==> config.mk <==
export PLATFORM = sky130hd
export DESIGN_NAME = ffsa_node_alu
export DESIGN_NICKNAME = d
export VERILOG_FILES = /design/src/design/ffsa_node_alu.sv
export SDC_FILE = /design/constraint.sdc
export NUM_CORES = 1
export LEC_CHECK = 0
export ABC_AREA = 1
export BUFFER_PORTS_ARGS = -buffer_cell sky130_fd_sc_hd__buf_2
export CORE_ASPECT_RATIO = 2
export CORE_MARGIN = 2
export CORE_UTILIZATION = 30
export DETAILED_ROUTE_END_ITERATION = 10
export SYNTH_ARGS = -nofsm -noshare
export SYNTH_HDL_FRONTEND = slang
export SYNTH_SLANG_ARGS = --single-unit
==> constraint.sdc <==
create_clock -name vclk -period 2.35
set_input_delay 0.47 -clock vclk [all_inputs]
set_output_delay 0.47 -clock vclk [all_outputs]
set_load 0.05 [all_outputs]
==> src/design/ffsa_node_alu.sv <==
`timescale 1ns / 1ps

// Shared node unit: fit test on the descent, max merge on the ascent.
// A node is {valid, capacity}; an empty node is all zeros, so a plain
// unsigned compare orders empty below every loaded slot.
module ffsa_node_alu #(
  parameter int NODE_W = 31
) (
  input  logic [NODE_W-1:0] rd_node,
  input  logic [NODE_W-1:0] key_node,
  input  logic [NODE_W-1:0] acc_node,
  output logic              fits,
  output logic [NODE_W-1:0] max_node
);

  assign fits     = (rd_node >= key_node);
  assign max_node = (rd_node > acc_node) ? rd_node : acc_node;

endmodule

Word level (Yosys, flattened, before mapping)
Index checks and enable logic that the tools add are counted.
{ "word_totals": {"reg_bits": 0, "out_inout_bits": 32, "elab_cells": 3, "in_bits": 93} }
{ "op_classes": {"muxes": 1, "order_cmp": 2} }
{ "ops": {"columns": ["op", "n"], "rows": [
  ["$ge 31x31->1", 1],
  ["$gt 31x31->1", 1],
  ["$mux 31", 1]
]} }

Depth between registers and ports, before layout
{ "logic_depth": {"word_depth": 2, "depth_mapped": 15, "depth_no_buf": 14} }

Least setup slack after synthesis
No wires, ideal clock.
{ "synth_timing": {"path_kind": "input port to output port", "start": "input acc_node[30]", "end": "output max_node[20]", "t_arrival_ns": 1.992, "path_buffers": 1, "path_stages": 11, "t_required_ns": 1.880, "path_slack_ns": -0.112, "path_cell_list": "inv_1 > ha_1 > a21o_1 > nor2_1 > nand2_1 > a21oi_1 > nand2_4 > nand2_4 > buf_4 > nand2_1 > nand2_1"} }
{ "synth_via": {"elab_chain_cells": 2} }
{ "synth_lines": {"columns": ["element", "line_no", "text"], "rows": [
  ["start: declaration", "11", "input logic [NODE_W-1:0] acc_node,"],
  ["$gt 31x31->1", "17", "assign max_node = (rd_node > acc_node) ? rd_node : acc_node;"],
  ["$mux 31", "17", null],
  ["end: declaration", "13", "output logic [NODE_W-1:0] max_node"]
]} }
No other way between the ends.

Worst setup path after layout
{ "layout_timing": {"start": "input acc_node[22]", "end": "output max_node[26]"} }
The elaborated chain is that of the path after synthesis.

==> impl_results.md <==
- CP max-delay cell: ha_4
- Hold-fix buffers, CTS: 0
- Post-synthesis area per instance: 5.696 sq um
- Initial antenna violation count: 0
- ANT nets after route: 0
- CP Max Fanout: 5
- Final hold violations: 0
- Critical Path RT: 1880 ps
- Port Buffer Count: between 100 and 150
- Tot Pwr: 1.369 mW
- GRT Total Usage: 22.05%
- Fillers: a little under 600
- Ports: 125
- Run status: complete, but fails checks
- First-pass GRT wire length: 14180 um
- Crit-path cells: buf_8, inv_4, ha_4, nand2_4, nor2_4, nand4_4, nor3_2, nand2_2, nand2_4, buf_12, clkbuf_16, nand3_2, nand2_2, buf_8
- Leading cell types in the layout, fill and taps excluded: 77 x nand2_1, 76 x buf_2, 61 x inv_1
- Hold Path Class: input port to output port
- Share of cells above drive strength 1: 55.86%
- Worst setup margin: -265.7 ps
- RSZ-0062 raised after global routing: true
- Antenna Cells: 0
- Top Metal Used: met4
- Syn-to-layout area delta: 108.6%
- Met3 WL: 309 um
- Sequential cell count: 0
- Vias in the first global route: 3285
- Endpoint of the worst hold-timing path: max_node[25]
- Die ar.: 7952 sq um
- Sequential area share after synthesis: 0%
- Post-Route Utilization: between 60% and 70%
- DR vias/cell: 4.860
- Final Max Slew Viols: 0
- Synth Instances: 380
- Worst-Margin Slew: 224.2 ps
- Hold path start: acc_node[25]
- Metal2 WL: 5600 um
- Worst VDD drop: between 150 and 200 uV
- Synth top area share: a little over a third
- Crit path max-delay family: simple AND/OR/NAND/NOR gates
- First-pass DRT Iterations: 4
- WHS Path Cells: 4
- Die Width: 64.07 um
- Crit end category: output port
- Syn Std Cell Area: 2165 sq um
- Failing checks: negative setup slack
- GPL Wtd Cong: 0.8063
- Fin crit period: around 2600 ps
- Met1 WL: between 2000 and 3000 um
- Final HPWL DP: 6416 um
- Leakage: ~2.5 nW
- Max Clk Rate: 382.3 MHz
- Critical Path AT: 2150 ps
- Max_cap viols: 0
- Pre-CTS setup slack: -381.9 ps
- Die Y: 124.1 um
- Slew HR: 84.89%
- Setup violators final: 32
- Seq. cell area: 0 sq um
- Placed insts: ~630
- Synth cell types: 24
- Tcrit/Tclk final: 111.3%
- Row count: 43
- Clkbuf count: 0
- Commonest non-fill, non-tap cell in the layout: nand2_1
- Power Dens Cells: 303.2 nW/um^2
- Core area: 6940 sq um
- Net Count, Synth: between 500 and 600
- Ys Warns: 0
- DR WL/cell: around 14 um
- DR DRC count: 0
- Crit path kind: input port to output port
- Initial core utilization: 31.19%
- WP buf/inv: 5
- Via Count: about 3100
- Final Hold Slack: 1264 ps
- Post-Layout Cell Count: ~650
- Routed wire length: 9166 um
- CP max stage delay: around 270 ps
- Starting DRT DRC Count: 72
- Pin count of the biggest net entering global routing: 16
- Synth area leaders: ha_1 36%, nand2_1 22%, inv_1 13%
- Synth area leader: ha_1
- Total grt overflow: 0
- Total Nets Final: 712
- Setup crit start kind: input port
routing by layer:
| layer | global-route usage [%] | up-vias |
|---|---|---|
| li1 | - | 1565 |
| met2 | 49.80 | 106 |
| met5 | 0 | - |
| met1 | 20.18 | 1440 |
| met4 | 5.027 | 0 |
| met3 | 0.8130 | 24 |
worst max path at each step:
stage	startpoint	to	slack, ps	depth (start not counted)
CTS	rd_node[22]	max_node[12]	-220	12
detailed placement	acc_node[30]	max_node[15]	-380	13
global route	acc_node[11]	max_node[26]	-370	16
global placement	rd_node[30]	max_node[23]	-370	12
floorplan	acc_node[30]	max_node[20]	3	11
finish	acc_node[22]	max_node[26]	-270	14
tightest hold or removal path: stages:
cell and delay (ps):
buf_6 70, nand2_2 50, nand2_2 60, buf_8 140
cell families (layout without fill, tap and decap cells):
family          after synthesis  after routing  synth area share [%]
simple gates                190            190                 38.03
buf+inv                      92            267                 17.46
fa+ha+maj                    62             62                 35.84
compound gates               36             36                 8.670
metrics by stage:
stage | TNS, ps | area (sq um)
global route | -10410 | 4514
finish | -7474 | 4514
floorplan | 0 | 2240
global placement | -11420 | 3294
detailed placement | -11680 | 3294
CTS | -6135 | 4328
final cells by class:
class | count | area, sq um | share of cell area, %
well taps | 90 | 112.6 | 2.494
inverters | 83 | 314.1 | 6.957
repair buffers | 184 | 1677 | 37.14
multi-input cells | 288 | 2411 | 53.41
power breakdown:
group | total, mW | switching [mW] | internal [mW]
Combinational | 1.37 | 0.747 | 0.622
Clock | 0 | 0 | 0
Sequential | 0 | 0 | 0
synth_stat cells, drive strengths merged:
library cell / number
nand3: 36
ha: 62
o21ai: 7
inv: 82
clkinv: 1
buf: 5
nor3: 3
clkbuf: 4
nor2: 18
nand2: 126
nand4: 7
a21o: 2
o21a: 1
a21oi: 26
what timing repair did:
item | CTS | global route
gates cloned | 3 | 1
pin swaps | 25 | 19
setup endpoints to repair | 32 | 32
resized for setup | 196 | 31
setup buffers | 6 | 3
endpoints found under the hold margin | 0 | 0
(Power assumes the default switching activity.)
