### config.mk
export PLATFORM = sky130hd
export DESIGN_NAME = ffsa_seq
export DESIGN_NICKNAME = d
export VERILOG_FILES = /design/src/design/ffsa_pkg.sv /design/src/design/ffsa_seq.sv
export SDC_FILE = /design/constraint.sdc
export NUM_CORES = 1
export LEC_CHECK = 0
export BUFFER_PORTS_ARGS = -buffer_cell sky130_fd_sc_hd__clkbuf_2
export CORE_ASPECT_RATIO = 0.6
export CORE_MARGIN = 3
export CORE_UTILIZATION = 51
export DETAILED_ROUTE_END_ITERATION = 16
export GPL_TIMING_DRIVEN = 0
export PLACE_DENSITY = 0.8
export SETUP_SLACK_MARGIN = 0.02
export SYNTH_ARGS = -nofsm -noshare
export SYNTH_HDL_FRONTEND = slang
export SYNTH_SLANG_ARGS = --single-unit
### constraint.sdc
create_clock -name clk -period 4.84 [get_ports clk]
set_input_delay 0.968 -clock clk [delete_from_list [all_inputs] [get_ports clk]]
set_output_delay 0.968 -clock clk [all_outputs]
set_load 0.03 [all_outputs]
### src/design/ffsa_pkg.sv
`timescale 1ns / 1ps

package ffsa_pkg;

  // Default sizing
  localparam int SLOTS_DEF      = 1024;
  localparam int VALUE_BITS_DEF = 30;

  // Fixed field widths
  localparam int SLOT_W = 10;
  localparam int CFG_W  = 11;
  localparam int CNT_W  = 16;

  localparam logic [CFG_W-1:0] CFG_RESET = 11'd1024;
  localparam logic [CNT_W-1:0] CNT_MAX   = 16'hFFFF;

  // Item kinds
  localparam logic MODE_LOAD = 1'b0;
  localparam logic MODE_REQ  = 1'b1;

  // Sequencer states
  typedef enum logic [2:0] {
    ST_CLEAR,
    ST_IDLE,
    ST_ROOT,
    ST_DESC,
    ST_PUSH,
    ST_UP_FIRST,
    ST_UP
  } state_t;

endpackage

### src/design/ffsa_seq.sv
`timescale 1ns / 1ps

module ffsa_seq
  import ffsa_pkg::*;
#(
  parameter int SLOTS      = SLOTS_DEF,
  parameter int VALUE_BITS = VALUE_BITS_DEF,
  localparam int LEVELS    = $clog2(SLOTS),
  localparam int ADDR_W    = LEVELS + 1,
  localparam int NODE_W    = VALUE_BITS + 1
) (
  input  logic                  clk,
  input  logic                  rst_n,
  // input beats
  input  logic                  in_valid,
  output logic                  in_ready,
  input  logic                  in_mode,
  input  logic [SLOT_W-1:0]     in_slot,
  input  logic [VALUE_BITS-1:0] in_value,
  // result beats
  output logic                  out_valid,
  input  logic                  out_ready,
  output logic                  out_placed,
  output logic [SLOT_W-1:0]     out_slot_found,
  output logic [CNT_W-1:0]      out_unplaced_count,
  // configuration
  input  logic [CFG_W-1:0]      basket_count,
  // node memory
  output logic                  mem_we,
  output logic [ADDR_W-1:0]     mem_waddr,
  output logic [NODE_W-1:0]     mem_wdata,
  output logic [ADDR_W-1:0]     mem_raddr,
  // node unit
  output logic [NODE_W-1:0]     alu_key,
  output logic [NODE_W-1:0]     alu_acc,
  input  logic                  alu_fits,
  input  logic [NODE_W-1:0]     alu_max
);

  localparam int IDX_W = LEVELS;
  localparam logic [ADDR_W-1:0] ROOT_ADDR = ADDR_W'(1);

  state_t state_r, state_nxt;
  logic [ADDR_W-1:0]     node_r, node_nxt;
  logic [VALUE_BITS-1:0] key_r, key_nxt;
  logic [NODE_W-1:0]     acc_r, acc_nxt;
  logic [IDX_W-1:0]      found_r, found_nxt;
  logic                  hit_r, hit_nxt;
  logic [ADDR_W-1:0]     clr_r, clr_nxt;
  logic [CNT_W-1:0]      miss_r, miss_nxt;
  logic                  out_valid_r, out_valid_nxt;
  logic                  out_placed_r, out_placed_nxt;
  logic [SLOT_W-1:0]     out_slot_r, out_slot_nxt;
  logic [CNT_W-1:0]      out_cnt_r, out_cnt_nxt;

  logic [ADDR_W-1:0] chosen;
  logic              chosen_leaf;
  logic [ADDR_W-1:0] parent;
  logic [31:0]       slot_ext;
  logic              load_ok;
  logic [31:0]       found_ext;
  logic              in_range;
  logic              out_free;
  logic              push_fire;
  logic              in_fire;

  // Descent step: left child if it fits, else its right sibling
  assign chosen      = alu_fits ? node_r : (node_r ^ ROOT_ADDR);
  assign chosen_leaf = chosen[ADDR_W-1];
  assign parent      = node_r >> 1;

  assign slot_ext  = 32'(in_slot);
  assign load_ok   = (slot_ext < 32'(SLOTS));
  assign found_ext = 32'(found_r);
  assign in_range  = hit_r && (found_ext < 32'(basket_count)) && (found_ext < 32'(SLOTS));

  assign in_fire   = in_valid && in_ready;
  assign out_free  = !out_valid_r || out_ready;
  assign push_fire = (state_r == ST_PUSH) && out_free;

  assign alu_key = {1'b1, key_r};
  assign alu_acc = acc_r;

  // Next state
  always_comb begin
    state_nxt = state_r;
    case (state_r)
      ST_CLEAR: begin
        if (clr_r == '1) state_nxt = ST_IDLE;
      end
      ST_IDLE: begin
        if (in_valid) begin
          if (in_mode == MODE_REQ) begin
            state_nxt = ST_ROOT;
          end else if (load_ok) begin
            state_nxt = ST_UP_FIRST;
          end
        end
      end
      ST_ROOT: begin
        state_nxt = alu_fits ? ST_DESC : ST_PUSH;
      end
      ST_DESC: begin
        if (chosen_leaf) state_nxt = ST_PUSH;
      end
      ST_PUSH: begin
        if (out_free) state_nxt = in_range ? ST_UP_FIRST : ST_IDLE;
      end
      ST_UP_FIRST: begin
        state_nxt = ST_UP;
      end
      ST_UP: begin
        if (parent == ROOT_ADDR) state_nxt = ST_IDLE;
      end
      default: begin
        state_nxt = ST_CLEAR;
      end
    endcase
  end

  // Outputs
  always_comb begin
    in_ready           = (state_r == ST_IDLE);
    out_valid          = out_valid_r;
    out_placed         = out_placed_r;
    out_slot_found     = out_slot_r;
    out_unplaced_count = out_cnt_r;
  end

  // Datapath and memory control
  always_comb begin
    node_nxt     = node_r;
    key_nxt      = key_r;
    acc_nxt      = acc_r;
    found_nxt    = found_r;
    hit_nxt      = hit_r;
    clr_nxt      = clr_r;
    miss_nxt     = miss_r;
    out_placed_nxt = out_placed_r;
    out_slot_nxt   = out_slot_r;
    out_cnt_nxt    = out_cnt_r;
    mem_we       = 1'b0;
    mem_waddr    = node_r;
    mem_wdata    = acc_r;
    mem_raddr    = node_r;

    case (state_r)
      ST_CLEAR: begin
        mem_we    = 1'b1;
        mem_waddr = clr_r;
        mem_wdata = '0;
        clr_nxt   = clr_r + ADDR_W'(1);
      end
      ST_IDLE: begin
        mem_raddr = ROOT_ADDR;
        if (in_fire) begin
          key_nxt = in_value;
          hit_nxt = 1'b0;
          if (in_mode == MODE_REQ) begin
            node_nxt = ROOT_ADDR;
          end else begin
            miss_nxt = '0;
            node_nxt = {1'b1, slot_ext[IDX_W-1:0]};
            acc_nxt  = {1'b1, in_value};
          end
        end
      end
      ST_ROOT: begin
        mem_raddr = node_r << 1;
        node_nxt  = node_r << 1;
        hit_nxt   = alu_fits;
      end
      ST_DESC: begin
        mem_raddr = chosen << 1;
        node_nxt  = chosen << 1;
        found_nxt = chosen[IDX_W-1:0];
      end
      ST_PUSH: begin
        if (out_free) begin
          out_placed_nxt = in_range;
          if (in_range) begin
            out_slot_nxt = found_ext[SLOT_W-1:0];
            out_cnt_nxt  = miss_r;
            acc_nxt      = '0;
            node_nxt     = {1'b1, found_r};
          end else begin
            out_slot_nxt = '0;
            if (miss_r != CNT_MAX) begin
              miss_nxt    = miss_r + CNT_W'(1);
              out_cnt_nxt = miss_r + CNT_W'(1);
            end else begin
              out_cnt_nxt = miss_r;
            end
          end
        end
      end
      ST_UP_FIRST: begin
        // write the leaf, fetch its sibling
        mem_we    = 1'b1;
        mem_waddr = node_r;
        mem_wdata = acc_r;
        mem_raddr = node_r ^ ROOT_ADDR;
      end
      ST_UP: begin
        // parent = max(child, sibling), fetch the parent's sibling
        mem_we    = 1'b1;
        mem_waddr = parent;
        mem_wdata = alu_max;
        mem_raddr = parent ^ ROOT_ADDR;
        acc_nxt   = alu_max;
        node_nxt  = parent;
      end
      default: begin
      end
    endcase
  end

  // Result register
  always_comb begin
    if (push_fire) begin
      out_valid_nxt = 1'b1;
    end else if (out_ready) begin
      out_valid_nxt = 1'b0;
    end else begin
      out_valid_nxt = out_valid_r;
    end
  end

  // Control registers
  always_ff @(posedge clk) begin
    if (!rst_n) begin
      state_r     <= ST_CLEAR;
      clr_r       <= '0;
      miss_r      <= '0;
      out_valid_r <= 1'b0;
    end else begin
      state_r     <= state_nxt;
      clr_r       <= clr_nxt;
      miss_r      <= miss_nxt;
      out_valid_r <= out_valid_nxt;
    end
  end

  // Payload registers
  always_ff @(posedge clk) begin
    node_r       <= node_nxt;
    key_r        <= key_nxt;
    acc_r        <= acc_nxt;
    found_r      <= found_nxt;
    hit_r        <= hit_nxt;
    out_placed_r <= out_placed_nxt;
    out_slot_r   <= out_slot_nxt;
    out_cnt_r    <= out_cnt_nxt;
  end

endmodule
# Word-level counts from Yosys, hierarchy flattened
# Index checks and enable logic that the tools add are counted.
# op_classes
addsub	2
n_lt_le_gt_ge	3
n_eq_ne	18
n_mux	35
bitwise_logic	2
n_reduce_logical	20
# op_table
operator	n
2-to-1 mux 31 bit	4
case mux 11 bit (5 select lines)	2
case mux 31 bit (3 select lines)	1
2-to-1 mux 16 bit	5
case mux 31 bit (2 select lines)	1
2-to-1 mux 11 bit	4
case mux 16 bit (2 select lines)	1
2-to-1 mux 3 bit	9
less-than comparator 10 x 11 -> 1 bit, second input constant	2
case mux 11 bit (2 select lines)	1
case mux 3 bit (7 select lines)	1
adder 16 x 1 -> 16 bit, second input constant	1
inequality test 16 bit, second input constant	1
inequality test 2 bit, second input constant	7
adder 11 x 1 -> 11 bit, second input constant	1
equality test 11 bit, second input constant	1
less-than comparator 10 x 11 -> 1 bit	1
equality test 10 x 1 -> 1 bit, second input constant	1
equality test 3 bit, second input constant	3
AND reduction 4 bit	2
equality test 3 x 2 -> 1 bit, second input constant	2
AND reduction 2 bit	3
AND reduction 6 bit	1
nonzero test 2 bit	3
14 further kinds	22
# totals
regBits	141
input_bits	88
output_inout_bits	145
word_cells	92

# Logic depth before layout (Yosys ltp)
# Gate-level depths: netlist of the first run.
# logic_depth
word_depth	6
depth_mapped	10
mapped_depth_nobuf	9

# Worst setup path after synthesis of the first run
# Ideal clock, no wire load.
# synth_timing
path_type	input to register
start	in basket_count[2]
end	reg acc_r[0], in the netlist alu_acc[0] (enable)
setup_ps	433
arrival_ps	3565
required_ps	4407
slack_ps	842
cell_stages	7
n_path_buf	0
path_cell_list	inv_1 > ha_1 > a21o_1 > a31oi_1 > o221a_4 > nand2_4 > a22oi_1
# synth_via
elab_chain_len	5
# synth_rtl
element	line_no	text
from (decl)	ffsa_seq.sv:27	input logic [CFG_W-1:0] basket_count,
less-than comparator 10 x 11 -> 1 bit	ffsa_seq.sv:75	assign in_range = hit_r && (found_ext < 32'(basket_count)) && (found_ext < 32'(SLOTS));
logical AND 1 bit (2 in a row)	ffsa_seq.sv:75	
inequality test 2 bit (no line)	n/a	
AND reduction 5 bit (no line)	n/a	
to (signal assigned)	ffsa_seq.sv:248	acc_r <= acc_nxt;
to (decl)	ffsa_seq.sv:46	logic [NODE_W-1:0] acc_r, acc_nxt;
# Every way passes these cells.
# A chain may end at the register's enable or synchronous reset.

# Final worst setup path of the first run
# layout_timing
start	reg state_r[0]
end	out mem_waddr[8]
# layout_via
elab_chain_len	2
elab_cells_between_ends	3
classes_between	eq/ne (1); mux (1); reduce/logical (1)
# layout_rtl
element	line_no	text
from (decl)	ffsa_seq.sv:43	state_t state_r, state_nxt;
from (signal assigned)	ffsa_seq.sv:237	state_r <= state_nxt;
equality test 3 bit or zero test 3 bit (tied branches)	ffsa_seq.sv:147	case (state_r)
case mux 11 bit (2 select lines) *	ffsa_seq.sv:147	
to (decl)	ffsa_seq.sv:30	output logic [ADDR_W-1:0] mem_waddr,
# Mark *: on every way between the ends. The rest lies on a longest branch, timed or not.

==> results of run 1 <==
[per-layer routing]
metal / wire length [um] / track usage (%) / up-vias
met4: 464 / 9.21 / 0
met5: 0 / 0 / -
met1: 9930 / 42.9 / 3240
met2: 10400 / 44.0 / 434
li1: - / - / 2962
met3: 2430 / 6.23 / 40
[final cells by class]
cell class	count	area, um2
fill	1040	4080
sequential	141	3920
multi-input combinational	419	2970
timing repair buffer	234	1200
clock buffer	17	425
buffer	55	241
tap	187	234
clock inverter	15	151
inverter	18	67.6
[flip-flops by register name, indices dropped and copies added, names as in the netlist, 3 cells and up]
signal,flops
alu_acc,31
clr_r,11
found_r,10
key_r,30
miss_r,16
node_r,11
out_slot_found,10
out_unplaced_count,16
state_r,3
[worst max-delay path by stage]
stage	end	slack, ns	depth (start not counted)
after CTS	mem_wdata[11]	0.98	7
final	mem_waddr[8]	0.92	8
after global routing	mem_waddr[9]	0.71	8
after detailed placement	node_r[5]	0.96	11
after floorplan	alu_acc[0]	0.84	7
after global placement	alu_acc[7]	-0.20	8
[cells in the final DEF (no fill, tap or decap), types with 4 or more instances in the layout]
| cell type | instances |
|---|---|
| a31o_1 | 4 |
| nand4_1 | 9 |
| a211o_1 | 4 |
| buf_6 | 4 |
| nand2_1 | 55 |
| mux2i_1 | 10 |
| and2_1 | 18 |
| and3_1 | 21 |
| clkbuf_16 | 17 |
| nor4_1 | 6 |
| a22oi_1 | 26 |
| clkinvlp_4 | 4 |
| inv_6 | 5 |
| edfxtp_1 | 110 |
| a22o_1 | 62 |
| dfxtp_1 | 31 |
| a31oi_1 | 9 |
| a211oi_1 | 4 |
| nor3_1 | 6 |
| buf_1 | 4 |
| xor2_1 | 6 |
| clkbuf_1 | 37 |
| inv_1 | 15 |
| a21oi_1 | 14 |
| nand3_1 | 14 |
| clkbuf_2 | 230 |
| buf_2 | 10 |
| o21ai_0 | 15 |
| a41oi_1 | 7 |
| nor2_1 | 33 |
| xnor2_1 | 15 |
| a221o_1 | 8 |
| ha_1 | 11 |
[critical path, delay by kind of cell, from the launching register on]
family                 cells  cell delay [ns]
buffers and inverters      3             0.96
flip-flops                 1             0.45
AND/OR/NAND/NOR            5             1.12
[power by group]
part | internal (uW) | switching, uW | leakage (uW)
Clock | 725 | 559 | 0.000273
Combinational | 571 | 1430 | 0.00238
Sequential | 1500 | 91.1 | 0.00125
Total | 2790 | 2080 | 0.00389
[kinds of logic (layout without fill, tap and decap cells)]
family / after synthesis / after routing / share of synthesized area [%]
other cells: 1 / 1 / 0.0522
xor+xnor: 21 / 21 / 2.56
buf+inv: 73 / 339 / 4.30
compound gates: 185 / 185 / 20.4
simple gates: 188 / 188 / 14.2
mux: 13 / 13 / 1.92
fa+ha+maj: 11 / 11 / 1.92
flops: 141 / 141 / 54.6
[Yosys cell counts, types with 4 or more instances]
cell	number	area, um2
xor2_1	6	52.6
ha_1	11	138
a31oi_1	9	56.3
dfxtp_1	31	621
nor3_1	7	35.0
o21ai_0	15	75.1
and3_1	21	131
nand4_1	9	56.3
a31o_1	4	35.0
buf_1	4	15.0
mux2i_1	10	100
nand3_1	14	70.1
a211o_1	4	35.0
a41oi_1	7	61.3
a22o_1	62	543
clkbuf_1	37	139
edfxtp_1	110	3300
nor2_1	33	124
xnor2_1	15	131
inv_1	15	56.3
buf_2	10	50.1
a211oi_1	5	37.5
nand2_1	55	206
and2_1	18	113
nor4_1	6	37.5
a221o_1	8	80.1
a22oi_1	27	203
a21oi_1	14	70.1
[metrics by stage]
step	instances	cell area, um2	TNS [ns]	worst slack (ns)	utilization [%]
after floorplan	633	7180	0	0.842	-
after global placement	1050	8570	-10.52	-0.197	64.5
after detailed placement	1054	8640	0	0.956	65.0
after CTS	1086	9210	0	0.976	69.3
after global routing	1086	9210	0	0.711	69.3
final	1086	9210	0	0.924	69.3
==> metrics.csv, run 1 <==
metric,value,unit
place_hpwl,17500,um
r2r_end,node_r[3],
synth_edf_count,110,
ant_nets,0,
hold_buffers,0,
clockBufferDepth,2,
r2r_cells,9,
clk_latency,0.42,ns
synth_warnings,0,
io_buffers,230,
rsz0062_at_grt,false,
cts_sinks,141,
routed_wl,23200,um
critPathLaunchType,flop,
ctsResizeCount,0,
min_to,found_r[2],
postSynthCellCount,633,
final_hold_viol_count,0,
nets,985,
post_cts_buffers,0,
via_per_inst,6.15,
grt_pass1_vias,6230,
ctsRootBufferMaster,clkbuf_16,
hold_start,node_r[2],
final_max_slew_viol_count,0,
seq_area_frac_synth,54.6,%
end_kind,primary output,
first_pass_iters,5,
ys_ff_latch,141,
timing.final.crit_share,80.9,%
r2r_setup_slack,1.59,ns
synthesis.nets,732,
overflow,0,
route.detailed.wl_per_inst,21.4,um
die_area,15600,um2
path_cells,nand2b_1 -> clkbuf_1 -> nor2_1 -> nor2_1 -> clkbuf_1 -> nand2_1 -> nand2_1 -> clkbuf_2,
antenna_found_initial,0,
die_y,97.9,um
max_slew_margin,27.6,%
diodes,0,
grt_pass1_wl,35800,um
status,finished clean,
power_per_cell_area,529,nW/um2
critPathKind,reg2out,
die_w,159,um
area_delta_synth_final,28.2,%
syn_area_per_cell,11.3,um2
p_leak,0.00389,uW
max_freq,255,MHz
cts_buffers,17,
crit_path_max_fanout,10,
htree_levels,4,
synth_cell_types,69,
coreArea,13300,um2
fp-row-count,32,
start_util,54.0,%
setup_viol_count_final,0,
async_flop_share,0,%
max_stage_delay,0.45,ns
required,3.87,ns
fin_hold_ws,0.450,ns
worst_ep_arrival_time,2.95,ns
period_minus_slack,3.92,ns
grt_usage,29.3,%
crit_slowest_cell,dfxtp_1,
grt_max_degree,32,
num_vias,6676,
drtIter0Drc,759,
cts_tree,yes,
clkTransAtPathRegs,0.06,ns
critPathLaunch,state_r[0],
drv_cap,0,
power,4880,uW
ios,233,
synth-main-ff-cell,edfxtp_1,
timing.rr.start,found_r[2],
worst_pin_slew,1.08,ns
hold_class,reg2reg,
whs_path_depth,0,
gp_congestion,0.920,
syn-cell-area,7180,um2
finClkSkew,0.0104,ns
worst_ir_drop_vdd,0.268,mV
drc,0,
drive_gt1_share,33.4,%
No activity file was read; power rests on OpenSTA's default activity.
==> run 2, diff against run 1 <==
--- a/config.mk
+++ b/config.mk
@@ -5,6 +5,7 @@
 export SDC_FILE = /design/constraint.sdc
 export NUM_CORES = 1
 export LEC_CHECK = 0
+export ABC_AREA = 1
 export BUFFER_PORTS_ARGS = -buffer_cell sky130_fd_sc_hd__clkbuf_2
 export CORE_ASPECT_RATIO = 0.6
 export CORE_MARGIN = 3
==> constraint.sdc (replaced) <==
create_clock -name clk -period 3.64 [get_ports clk]
set_input_delay 0.728 -clock clk [delete_from_list [all_inputs] [get_ports clk]]
set_output_delay 0.728 -clock clk [all_outputs]
set_load 0.03 [all_outputs]
==> metrics.csv, run 2 <==
metric,value,unit
worst_ir_drop_vdd,0.367,mV
ys_ff_latch,141,
num_vias,6714,
cts_sinks,141,
crit_path_max_fanout,10,
htree_levels,4,
final_hold_viol_count,0,
clkTransAtPathRegs,0.06,ns
place_ws,0.415,ns
synth_top_area_share,45.9,%
final_max_slew_viol_count,0,
fin_ws,0.565,ns
status,finished clean,
p_leak,0.00418,uW
worst_ep_arrival_time,2.35,ns
place_hpwl,16900,um
max_freq,325,MHz
end_kind,primary output,
synth_warnings,0,
synth-main-ff-cell,edfxtp_1,
drtIter0Drc,731,
synthTopCellsByCount,"nand2_1 (176), edfxtp_1 (110), inv_1 (110), o21ai_0 (87), nand3_1 (52)",
route.detailed.wl_per_inst,17.7,um
largest_reg_flops,31,
drv_cap,0,
routed_wl,22100,um
seq_area_frac_synth,54.5,%
clk_latency,0.41,ns
gp_congestion,0.939,
first_pass_iters,8,
layout_commonest_cell,clkbuf_2,
start_util,54.1,%
die_area,15600,um2
grt_pass1_wl,34100,um
ctsResizeCount,0,
grtUsageMet3,9.28,%
synth_edf_count,110,
die_w,159,um
cts_tree,yes,
overflow,0,
ant_nets,0,
hold_buffers,0,
grt-busiest-layer,met2,
clockBufferDepth,2,
syn-cell-area,7190,um2
ios,233,
worst_pin_slew,0.968,ns
timing.final.crit_share,84.5,%
rsz0062_at_grt,false,
period_minus_slack,3.08,ns
grt_pass1_vias,6268,
synthesis.nets,900,
antenna_found_initial,1,
fin_area,9270,um2
async_flop_share,0,%
postSynthCellCount,801,
area_delta_synth_final,28.8,%
die_y,98.0,um
nets,1151,
use_met1,39.6,%
post_cts_buffers,0,
drive_gt1_share,31.5,%
drc,0,
syn_area_per_cell,8.98,um2
use_met2,42.0,%
final_cell_mix,"clkbuf_2 (230), nand2_1 (176), inv_1 (110), edfxtp_1 (110), o21ai_0 (87)",
io_buffers,230,
diodes,0,
synth_cell_types,47,
ctsRootBufferMaster,clkbuf_16,
grt_max_degree,37,
via_per_inst,5.36,
synthTopCellsByArea,"edfxtp_1 (46%), nand2_1 (9.2%), dfxtp_1 (8.6%), o21ai_0 (6.1%), inv_1 (5.7%)",
setup_viol_count_final,0,
cts_buffers,17,
place_area,8640,um2
synthMostInstantiatedCell,nand2_1,
max_slew_margin,35.2,%
yosysTopAreaCell,edfxtp_1,
hold_class,reg2reg,
required,2.91,ns
fp-row-count,32,
finClkSkew,0.0120,ns
critPathKind,reg2out,
critPathLaunchType,flop,
power_per_cell_area,403,nW/um2
grt_usage,27.9,%
coreArea,13300,um2
[run 2: cell count changes in the layout (fill, tap and decap cells not counted), sizes merged, moves of 14 or more]
cell / delta
nand2: +140
inv: +91
a22oi: -26
o21ai: +77
a21oi: +25
clkbuf: -22
and3: -21
nand3: +41
nor2: +24
xnor2: -14
a22o: -62
and2: -17
[run 2: cell type report]
cell class	instances	area, um2
inverter	116	440
tap	187	234
multi-input combinational	511	2670
fill	1109	4030
buffer	33	179
sequential	141	3920
timing repair buffer	232	1200
clock inverter	13	188
clock buffer	19	433
[run 2: layer usage]
metal,vias to the layer above,wire length (um)
met5,-,10
met4,2,212
met3,22,2600
met2,345,9730
met1,3142,9550
li1,3203,-
[run 2: kinds of logic (layout without fill, tap and decap cells)]
logic type / count (synthesis) / count (layout) / synth area share (%)
xor gates and xnor gates: 7 / 7 / 0.852
AOI/OAI and AO/OA: 160 / 160 / 13.4
DFF: 141 / 141 / 54.5
adders and majority gates: 11 / 11 / 1.91
buffers and inverters: 149 / 413 / 8.61
other: 1 / 1 / 0.0521
and+or+nand+nor: 332 / 332 / 20.7
[run 2: critical path, stage by stage, from the launching register on]
cell      delay (ns)
dfxtp_1         0.52
inv_2           0.10
nand3_2         0.14
inv_1           0.13
nor2_2          0.24
buf_2           0.34
nand2_1         0.10
o21ai_0         0.12
clkbuf_2        0.25
[run 2: power breakdown]
| group | leakage, uW | switching (uW) | internal [uW] |
|---|---|---|---|
| clock | 0.000294 | 696 | 1150 |
| sequential | 0.00122 | 2.44 | 1730 |
| combinational | 0.00266 | 84.5 | 64.9 |
| total | 0.00418 | 783 | 2950 |
[run 2: final timing paths]
kind / slack, ns / from / cells after the start / to
setup / recovery: 0.56 / state_r[0] / 8 / mem_wdata[7]
hold / removal: 0.50 / clr_r[9] / 2 / clr_r[9]
setup reg to reg: 0.78 / found_r[2] / 9 / node_r[2]
hold reg to reg: 0.50 / clr_r[9] / 2 / clr_r[9]
[run 2: stage by stage]
stage / utilization [%] / setup TNS (ns) / hold slack, ns / power, uW / cells
after floorplan: - / 0 / 0.437 / 1840 / 801
after global placement: 64.6 / -6.68 / 0.477 / 1910 / 1218
final: 69.7 / 0 / 0.497 / 3730 / 1252
after CTS: 69.7 / 0 / 0.497 / 3740 / 1252
after detailed placement: 65.0 / 0 / 0.487 / 1910 / 1220
after global routing: 69.7 / 0 / 0.492 / 3830 / 1252
